<file path="src/design/igbs_pkg.sv">
// Shared constants and types for the IoU-gated box smoother.
package igbs_pkg;

	// Q0.16 fixed point
	localparam int Q_BITS  = 16;
	localparam int ONE_Q16 = 65536;

	// Register reset values
	localparam int ALPHA_RST   = 32768;
	localparam int IOU_THR_RST = 32768;
	localparam int IMG_W_RST   = 1920;
	localparam int IMG_H_RST   = 1080;

	// Register indexes on the config write port
	typedef enum logic [1:0] {
		REG_ALPHA   = 2'd0,
		REG_IOU_THR = 2'd1,
		REG_IMG_W   = 2'd2,
		REG_IMG_H   = 2'd3
	} igbs_reg_t;

	// Stage load enables handed to the blend unit
	typedef struct packed {
		logic s2;
		logic s3;
		logic s4;
	} igbs_adv_t;

endpackage

</file>
<file path="src/design/igbs_blend.sv">
// Three-stage blend of one corner: alpha*old + (1-alpha)*trk, truncate, saturate.
module igbs_blend import igbs_pkg::*; #(
	parameter int COORD_BITS = 14
) (
	input  logic                         clk,
	input  igbs_adv_t                    adv,
	input  logic [Q_BITS-1:0]            alpha,
	input  logic signed [COORD_BITS-1:0] old_val,
	input  logic signed [COORD_BITS:0]   trk_val,
	output logic signed [COORD_BITS-1:0] res
);

	localparam int PW = COORD_BITS + 19;
	localparam int QW = PW - Q_BITS;
	localparam logic signed [QW-1:0] QMAX = QW'((2 ** (COORD_BITS - 1)) - 1);
	localparam logic signed [QW-1:0] QMIN = ~QMAX;

	logic [Q_BITS:0]        wb_c;
	logic signed [PW-1:0]   pa_c, pb_c;
	logic signed [PW-1:0]   pa_s2, pb_s2;
	logic signed [PW-1:0]   sum_s3;
	logic signed [PW-1:0]   adj_c;
	logic signed [QW-1:0]   quo_c;
	logic signed [COORD_BITS-1:0] sat_c;

	// Weighted products
	always_comb begin
		wb_c = (Q_BITS + 1)'(ONE_Q16) - {1'b0, alpha};
		pa_c = $signed({1'b0, alpha}) * old_val;
		pb_c = $signed({1'b0, wb_c}) * trk_val;
	end

	// Round toward zero, then clamp to the coordinate range
	always_comb begin
		adj_c = sum_s3 + (sum_s3[PW-1] ? PW'(ONE_Q16 - 1) : '0);
		quo_c = $signed(adj_c[PW-1:Q_BITS]);
		if (quo_c > QMAX) begin
			sat_c = QMAX[COORD_BITS-1:0];
		end else if (quo_c < QMIN) begin
			sat_c = QMIN[COORD_BITS-1:0];
		end else begin
			sat_c = quo_c[COORD_BITS-1:0];
		end
	end

	// Advance the blend stages
	always_ff @(posedge clk) begin
		if (adv.s2) begin
			pa_s2 <= pa_c;
			pb_s2 <= pb_c;
		end
		if (adv.s3) begin
			sum_s3 <= pa_s2 + pb_s2;
		end
		if (adv.s4) begin
			res <= sat_c;
		end
	end

endmodule

</file>
<file path="config.mk">
export PLATFORM = sky130hd
export DESIGN_NAME = igbs_blend
export DESIGN_NICKNAME = d
export VERILOG_FILES = /design/src/design/igbs_pkg.sv /design/src/design/igbs_blend.sv
export SDC_FILE = /design/constraint.sdc
export NUM_CORES = 1
export LEC_CHECK = 0
export BUFFER_PORTS_ARGS = -buffer_cell sky130_fd_sc_hd__buf_2
export CAP_MARGIN = 40
export CORE_UTILIZATION = 50
export CTS_BUF_LIST = sky130_fd_sc_hd__clkbuf_8
export DETAILED_ROUTE_END_ITERATION = 8
export PLACE_DENSITY = 0.66
export SYNTH_ARGS = -nofsm -noshare
export SYNTH_HDL_FRONTEND = slang
export SYNTH_SLANG_ARGS = --single-unit
</file>
<file path="constraint.sdc">
create_clock -name clk -period 11.4 [get_ports clk]
set_input_delay 1.71 -clock clk [delete_from_list [all_inputs] [get_ports clk]]
set_output_delay 1.71 -clock clk [all_outputs]
set_load 0.05 [all_outputs]
</file>
==> results_dict.tcl, run 1 <==
set metrics [dict create \
    status "complete, no violations" \
    critPathArrivalTime_ns 9.05 \
    synth_flop_cell "edfxtp_1" \
    hp-class "flip-flop to flip-flop" \
    grt_first_pass_wirelength_mm 82.4 \
    cts_root_buf "clkbuf_8" \
    netlist-cell-type-count 60 \
    pre_cts_slack_ns 2.10 \
    tightestPinTransition_ns 0.831 \
    gp_congestion 0.878 \
    end_kind "flip-flop" \
    cts_tree "done" \
    grt_start_max_net_pins 65 \
    clock-skew-final_ns 0.0180 \
    async_flop_share_pct 0 \
    required_ns 11.55 \
    io_buffers 62 \
    dr.pass1.iters 5 \
    synth-seq-area-share_pct 15.3 \
    slew_violations 0 \
    clock_latency_ns 0.39 \
    synth_top_area_share_pct 33.1 \
    vias 15300 \
    syn_area_um2 21800 \
    cts_resized 0 \
    yosysTopAreaCell "fa_1" \
    track_usage_pct 23.5 \
    startpoint_type "primary input" \
    routedWlPerCell_um 17.2 \
    period_minus_slack_ns 8.90 \
    ys_warn_count 0 \
    synth_nets 2965 \
    cts.htree.levels 3 \
    detail-route-antenna-nets 0 \
    hpwl_mm 40.1 \
    grt_overflow 0 \
    setup_viol 0 \
    drv_cap 0 \
    core_area_um2 43100 \
    ctsHoldBuffers 0 \
    viasPerCell 5.30 \
    rsz0062_at_grt "false" \
    nNetsFinal 2975 \
    fp.dieArea_um2 44500 \
    met2_usage_pct 40.9 \
    yosys-top-cells-count "inv_1, fa_1, nand2_1" \
    antenna_found_initial 2 \
    yosysMostFrequentCell "inv_1" \
    wl_mm 49.5 \
    cts_sinks 111 \
    clk_pin_slew_ns 0.11 \
    die_x_um 211 \
    worst_slack_ns 2.50 \
    fin_setup_tns_ns 0 \
    area_growth_syn_to_layout_pct 5.06 \
    timing.fmax_ghz 0.112 \
    ys_ff_latch 111 \
    clockBufferDepth 2 \
    post-route-drc-count 0 \
    synth_cells 2279 \
    syn_area_per_cell_um2 9.58 \
    io-pin-count 63 \
    first_iter_violations 940 \
    hold_viol 0 \
    synth-edff-count 111 \
    die_h_um 211 \
    slew_headroom_pct 44.6 \
    busiest_layer "met2" \
    post-route-period-util_pct 78.1 \
    grt_use_met1_pct 31.7 \
    synth.area.top_cells "fa_1, ha_1, edfxtp_1" \
    num-fill-cells 3916 \
    drive_gt1_share_pct 5.41 \
    rows 76 \
    grt_pass1_vias 16200 \
    postCtsSetupRepairBufs 0 \
    worst-path-max-fanout 19 \
    n_antenna_cell 0 \
    start_util_pct 50.7 \
    cts_made_buffers 9 \
    met3_usage_pct 2.05 \
    critPathKind "primary input to flip-flop" \
]
-- cells by family after synthesis --
group                    after synthesis  share of synthesized area, %
AO/OA/AOI/OAI                        235                          7.31
XOR/XNOR                             114                          4.57
adder cells (fa/ha/maj)              637                          48.9
buffers and inverters                519                          8.99
flip-flops                           111                          15.3
AND/OR/NAND/NOR                      663                          14.9
-- cell type report --
| class | count | area [µm²] | area share, % |
|---|---|---|---|
| clock inverter | 7 | 68.8 | 0.300 |
| timing repair buffer | 80 | 468 | 2.04 |
| sequential | 111 | 3330 | 14.5 |
| clock buffer | 9 | 124 | 0.540 |
| tap | 585 | 732 | 3.19 |
| inverter | 438 | 1640 | 7.17 |
| multi-input combinational | 1649 | 16600 | 72.2 |
-- critical path, cell delays in order --
cell and delay (ns):
buf_2 0.24, or4_1 0.62, nor3_1 0.35, nand2_1 0.12, xor2_1 0.14, buf_4 0.23, nand2_1 0.11, fa_1 0.52
fa_1 0.56, inv_1 0.06, fa_1 0.48, fa_1 0.46, fa_1 0.51, inv_1 0.05, fa_1 0.47, inv_1 0.04
ha_1 0.35, a21o_1 0.21, a2111oi_0 0.39, a211oi_1 0.17, a22oi_2 0.28, a211oi_1 0.13, or3_1 0.38, a31o_1 0.23
a21oi_2 0.14, xnor2_1 0.07
-- per-stage QoR --
step | utilization [%] | hold slack, ns | cells | cell area, µm²
3_3_place_gp | 52.7 | 0.547 | 2860 | 22700
5_1_grt | 53.2 | 0.600 | 2879 | 22900
3_5_place_dp | 52.8 | 0.554 | 2863 | 22700
2_1_floorplan | - | 0.513 | 2279 | 21800
4_1_cts | 53.2 | 0.589 | 2879 | 22900
6_report | 53.2 | 0.583 | 2879 | 22900
-- sequential cells by signal, summed over array words and instances (netlist names) --
name and count:
pb_s2 33, sum_s3 33, res 14, pa_s2 31
-- path summary, 6_finish.rpt --
kind / slack (ns) / endpoint / cells after the start / from
worst min register to register: 0.58 / sum_s3[0]$_DFFE_PP_ / 1 / pb_s2[0]$_DFFE_PP_
worst max-delay path: 2.50 / pb_s2[31]$_DFFE_PP_ / 26 / alpha[6]
worst min-delay path: 0.58 / sum_s3[0]$_DFFE_PP_ / 1 / pb_s2[0]$_DFFE_PP_
worst max register to register: 7.79 / res[4]$_SDFFCE_PN1P_ / 10 / sum_s3[32]$_DFFE_PP_
-- layout by cell type, fill, tap and decap left out, types with 4 or more instances in the layout --
cell type    n
or2_2        6
ha_1       276
a21o_1      38
a211oi_1    14
xor2_1      36
nand2b_1    18
inv_1      437
o21a_1       9
o21ai_2     10
edfxtp_1   111
nand3_1     16
buf_2       62
o211ai_1     6
nand4_1     12
a221oi_1     4
clkbuf_8     9
nand2_1    292
fa_1       361
a31oi_1     11
and2_1     210
xnor2_1     74
nor2b_1      5
nor4_1       4
and3_1      11
o21ai_0     24
o21bai_1    15
or3_1        5
nor2_1      60
buf_4       15
nor3_1      14
a21oi_1     71
-- per-layer routing --
metal | wire length, µm | share of wire, %
met1 | 21800 | 44
met2 | 24600 | 50
met3 | 2010 | 4.1
met4 | 1060 | 2.2
met5 | 0 | 0
Power of run 1 is not shown: default switching activity piles up to over one toggle a cycle in this logic, so the estimate is an artifact.
==> run 2: changes to the inputs <==
- PLACE_DENSITY: 0.66 -> 0.69
- clock period: 11.4 -> 8 ns (I/O delays scaled with it)
==> run 2 against run 1 <==
Net effect: first-iteration DRC count is 5.6% lower; critical path depth decreased by 1; register-to-register slack lost 3.4 ns; global-route usage rose by 0.55 points; sequential share of layout area is 0.58 points lower; clock skew fell by 0.0016 ns; non-clock buffer count grew 98; count of clock-buffer cells in the layout did not move.
==> results_dict.tcl, run 2 (synthesis results as in run 1) <==
set metrics [dict create \
    slew_headroom_pct 45.1 \
    rows 76 \
    cts_tree "done" \
    wl_mm 50.7 \
    io_buffers 62 \
    cts.htree.levels 3 \
    reg.largest.list "pb_s2 (33), sum_s3 (33), pa_s2 (31)" \
    start_util_pct 50.7 \
    hold_viol 0 \
    period_minus_slack_ns 7.78 \
    fp.dieArea_um2 44500 \
    num-fill-cells 3789 \
    n_antenna_cell 0 \
    post-route-period-util_pct 97.2 \
    status "complete, no violations" \
    dr.pass1.iters 7 \
    core_area_um2 43100 \
    clock-skew-final_ns 0.0164 \
    layout_commonest_cell "inv_1" \
    final_area_um2 23900 \
    vias 16000 \
    required_ns 8.15 \
    worst-path-max-fanout 6 \
    grt_pass1_vias 17100 \
    layout_common_cells "inv_1, fa_1, nand2_1" \
    hp-class "flip-flop to flip-flop" \
    grt_first_pass_wirelength_mm 84.9 \
    timing.fmax_ghz 0.129 \
    gp_congestion 0.885 \
    nNetsFinal 3073 \
    setup_viol 0 \
    critPathArrivalTime_ns 7.93 \
    cts_sinks 111 \
    slew_violations 0 \
    clock_latency_ns 0.38 \
    drv_cap 0 \
    die_x_um 211 \
    cts_root_buf "clkbuf_8" \
    ff2ff_setup_slack_ns 4.35 \
    tightestPinTransition_ns 0.823 \
    die_h_um 211 \
    area_growth_syn_to_layout_pct 9.42 \
    detail-route-antenna-nets 0 \
    grt_overflow 0 \
    grt_start_max_net_pins 65 \
    startpoint_type "primary input" \
    first_iter_violations 887 \
    io-pin-count 63 \
    post-route-drc-count 0 \
    ctsHoldBuffers 0 \
    clockBufferDepth 2 \
    clk_pin_slew_ns 0.12 \
    routedWlPerCell_um 17.0 \
    hpwl_mm 41.9 \
    antenna_found_initial 0 \
    end_kind "flip-flop" \
    cts_made_buffers 9 \
    dpl-instance-area_um2 23500 \
    drive_gt1_share_pct 10.2 \
    critPathKind "primary input to flip-flop" \
    track_usage_pct 24.1 \
    viasPerCell 5.36 \
]
## run 2: cell count changes in the layout (fill, tap and decap cells not counted), moves of 3 or more
cell,delta
ha_1,-3
buf_4,+97
buf_8,-3
buf_12,+3
nor4_1,-3
inv_6,-3
## run 2: worst max-delay path: stages
cell	delay, ns
buf_2	0.13
or4_4	0.58
nor3_4	0.26
nand2_1	0.16
xor2_4	0.27
nand2_1	0.12
fa_1	0.52
fa_1	0.54
inv_1	0.05
fa_1	0.55
fa_1	0.43
fa_1	0.49
inv_1	0.05
fa_1	0.47
inv_1	0.06
ha_4	0.21
a21o_4	0.22
a2111oi_4	0.20
a211oi_2	0.14
a22oi_2	0.30
a211oi_2	0.13
or3_1	0.37
a31o_1	0.23
a21oi_2	0.15
xnor2_1	0.07
## run 2: final cells by class
cell class,instances,area (µm²),area share (%)
clock buffer,9,124,0.519
clock inverter,7,85.1,0.356
inverter,438,1640,6.88
multi-input combinational,1649,16700,70.1
sequential,111,3330,14.0
tap,585,732,3.06
timing repair buffer,178,1220,5.12
## run 2: final timing paths
path / startpoint / to / cells after the start
worst max-delay path: alpha[9] / pb_s2[31]$_DFFE_PP_ / 25
worst min-delay path: pb_s2[0]$_DFFE_PP_ / sum_s3[0]$_DFFE_PP_ / 1
worst max register to register: sum_s3[32]$_DFFE_PP_ / res[4]$_SDFFCE_PN1P_ / 10
worst min register to register: pb_s2[0]$_DFFE_PP_ / sum_s3[0]$_DFFE_PP_ / 1
## run 2: repair_timing
action                                  CTS  global route
gates resized for setup                   1            15
setup buffers                             0             5
endpoints found under the setup margin    1             5
hold endpoints to repair                  0             0
pin swaps                                 0            16
## run 2: metal layers
metal	part of all wire (%)	wire length, µm	global-route usage [%]
met5	0	0	0
met4	2.5	1240	6.75
met3	4.5	2260	2.38
met2	50	25200	42.0
met1	43	21900	31.9
## run 2: through the flow
stage          util [%]  setup WS (ns)  hold WS [ns]  cells  setup TNS [ns]
5_1_grt            55.4        -0.0233         0.584   2977         -0.0338
6_report           55.4          0.225         0.553   2977               0
3_3_place_gp       54.6         -0.280         0.535   2956          -0.550
3_5_place_dp       54.6         -0.423         0.522   2956           -1.38
4_1_cts            55.2         0.0660         0.560   2972               0
2_1_floorplan         -        0.00172         0.513   2279               0
Power of run 2 is left out for the same reason.
==> run 3: changes to the inputs <==
--- a/config.mk
+++ b/config.mk
@@ -8,8 +8,8 @@
 export BUFFER_PORTS_ARGS = -buffer_cell sky130_fd_sc_hd__buf_2
 export CAP_MARGIN = 40
-export CORE_UTILIZATION = 50
+export CORE_UTILIZATION = 60
 export CTS_BUF_LIST = sky130_fd_sc_hd__clkbuf_8
 export DETAILED_ROUTE_END_ITERATION = 8
-export PLACE_DENSITY = 0.69
+export PLACE_DENSITY = 0.8
 export SYNTH_ARGS = -nofsm -noshare
 export SYNTH_HDL_FRONTEND = slang
==> constraint.sdc (replaced) <==
create_clock -name clk -period 8 [get_ports clk]
set_input_delay 1.2 -clock clk [delete_from_list [all_inputs] [get_ports clk]]
set_output_delay 1.2 -clock clk [all_outputs]
set_load 0.005 [all_outputs]
==> run 3 against run 2 <==
Net effect: the flow now finishes with violations (design-rule violations); critical path depth rose by 5; clock skew up 0.012 ns; maximum frequency shrank 0.47%; cell count down 4.2%; global-route usage rose by 5.0 points; register-to-register slack is essentially flat; die area shrank 17%; worst hold slack better by 0.018 ns; worst setup slack got worse by 0.037 ns; sequential cell count is the same; via count is 2.3% higher; critical path type unchanged; critical endpoint unchanged; largest cell class unchanged.
==> results_dict.tcl, run 3 (synthesis results as in run 1) <==
set metrics [dict create \
    startpoint_type "primary input" \
    cts_made_buffers 9 \
    worstHoldPathCells 1 \
    grt_pass1_vias 17500 \
    clock_latency_ns 0.40 \
    end_kind "flip-flop" \
    drv_cap 0 \
    dpl-instance-area_um2 23400 \
    post-route-period-util_pct 97.7 \
    grt_start_max_net_pins 65 \
    n_antenna_cell 0 \
    area_growth_syn_to_layout_pct 8.73 \
    track_usage_pct 29.1 \
    detail-route-antenna-nets 0 \
    die_h_um 193 \
    viasPerCell 5.72 \
    reg.largest.list "pb_s2 (33), sum_s3 (33), pa_s2 (31)" \
    status "complete, but fails checks" \
    grt_overflow 0 \
    grt_first_pass_wirelength_mm 84.5 \
    cts_sinks 111 \
    first_iter_violations 1294 \
    cts.htree.levels 3 \
    violations "design-rule violations" \
    io-pin-count 63 \
    layout_commonest_cell "inv_1" \
    critPathSlowestCell "fa_1" \
    post-route-drc-count 14 \
    fp.dieArea_um2 37100 \
    critPathArrivalTime_ns 7.97 \
    hp-class "flip-flop to flip-flop" \
    num-fill-cells 2711 \
    layout_common_cells "inv_1, fa_1, nand2_1" \
    setup_viol 0 \
    clock-skew-final_ns 0.0283 \
    worst-path-max-fanout 4 \
    required_ns 8.16 \
    worst-r2r-cell-count 10 \
    nNetsFinal 3073 \
    timing.hold.ws_ns 0.571 \
    wl_mm 51.5 \
    critPathKind "primary input to flip-flop" \
    antenna_found_initial 0 \
    cpPeakStageDelay_ns 0.53 \
    cts_root_buf "clkbuf_8" \
    cts_tree "done" \
    gp_congestion 0.891 \
    slew_violations 0 \
    vias 16300 \
    ctsHoldBuffers 0 \
    clockBufferDepth 2 \
    core_area_um2 35700 \
    tightestPinTransition_ns 0.843 \
    io_buffers 62 \
    final_area_um2 23700 \
    hpwl_mm 42.1 \
    drive_gt1_share_pct 10.6 \
    hold_viol 0 \
    rows 69 \
    start_util_pct 61.2 \
    cpMostUsedCell "fa_1" \
    clk_pin_slew_ns 0.12 \
    die_x_um 193 \
    dr.pass1.iters 8 \
    timing.fmax_ghz 0.128 \
    period_minus_slack_ns 7.81 \
    routedWlPerCell_um 18.1 \
    slew_headroom_pct 43.8 \
]
[run 3: critical path: cells and delay by family]
family | cells | cell delay (ns)
compound gates | 7 | 1.38
xor+xnor | 2 | 0.19
fa+ha+maj | 7 | 3.17
buf+inv | 9 | 1.01
simple gates | 5 | 1.04
[run 3: repair_timing]
| item | 4_1_cts | 5_1_grt |
|---|---|---|
| resized for setup | 0 | 22 |
| setup buffers | 0 | 6 |
| endpoints found under the setup margin | 0 | 7 |
[run 3: through the flow]
step           util (%)  std cells  TNS (ns)  worst slack [ns]
4_1_cts            66.1       2847         0            0.0754
3_3_place_gp       65.5       2831    -0.358            -0.197
2_1_floorplan         -       2279         0           0.00172
5_1_grt            66.6       2853   -0.0634           -0.0511
6_report           66.6       2853         0             0.188
3_5_place_dp       65.5       2831    -0.883            -0.343
[run 3: path summary, 6_finish.rpt]
kind | start | end | slack (ns)
min reg2reg | pb_s2[0]$_DFFE_PP_ | sum_s3[0]$_DFFE_PP_ | 0.57
max | alpha[4] | pb_s2[31]$_DFFE_PP_ | 0.19
max reg2reg | sum_s3[32]$_DFFE_PP_ | res[2]$_SDFFCE_PN1P_ | 4.34
min | pb_s2[0]$_DFFE_PP_ | sum_s3[0]$_DFFE_PP_ | 0.57
[run 3: final cells by class]
cell class                      instances  area (µm²)  area share [%]
Clock buffer                            9         124           0.522
Clock inverter                          7        82.6           0.348
Inverter                              438        1640            6.93
Multi-Input combinational cell       1649       16800            70.7
Sequential cell                       111        3330            14.0
Tap cell                              461         577            2.43
Timing Repair Buffer                  178        1190            5.03
[run 3: layer usage]
metal	up-vias	GRT usage [%]	wire length, µm
li1	7367	-	-
met5	-	0	0
met2	593	50.5	26100
met4	0	9.90	1720
met1	8262	37.4	20600
met3	109	3.64	3190
Power of run 3 is left out for the same reason.
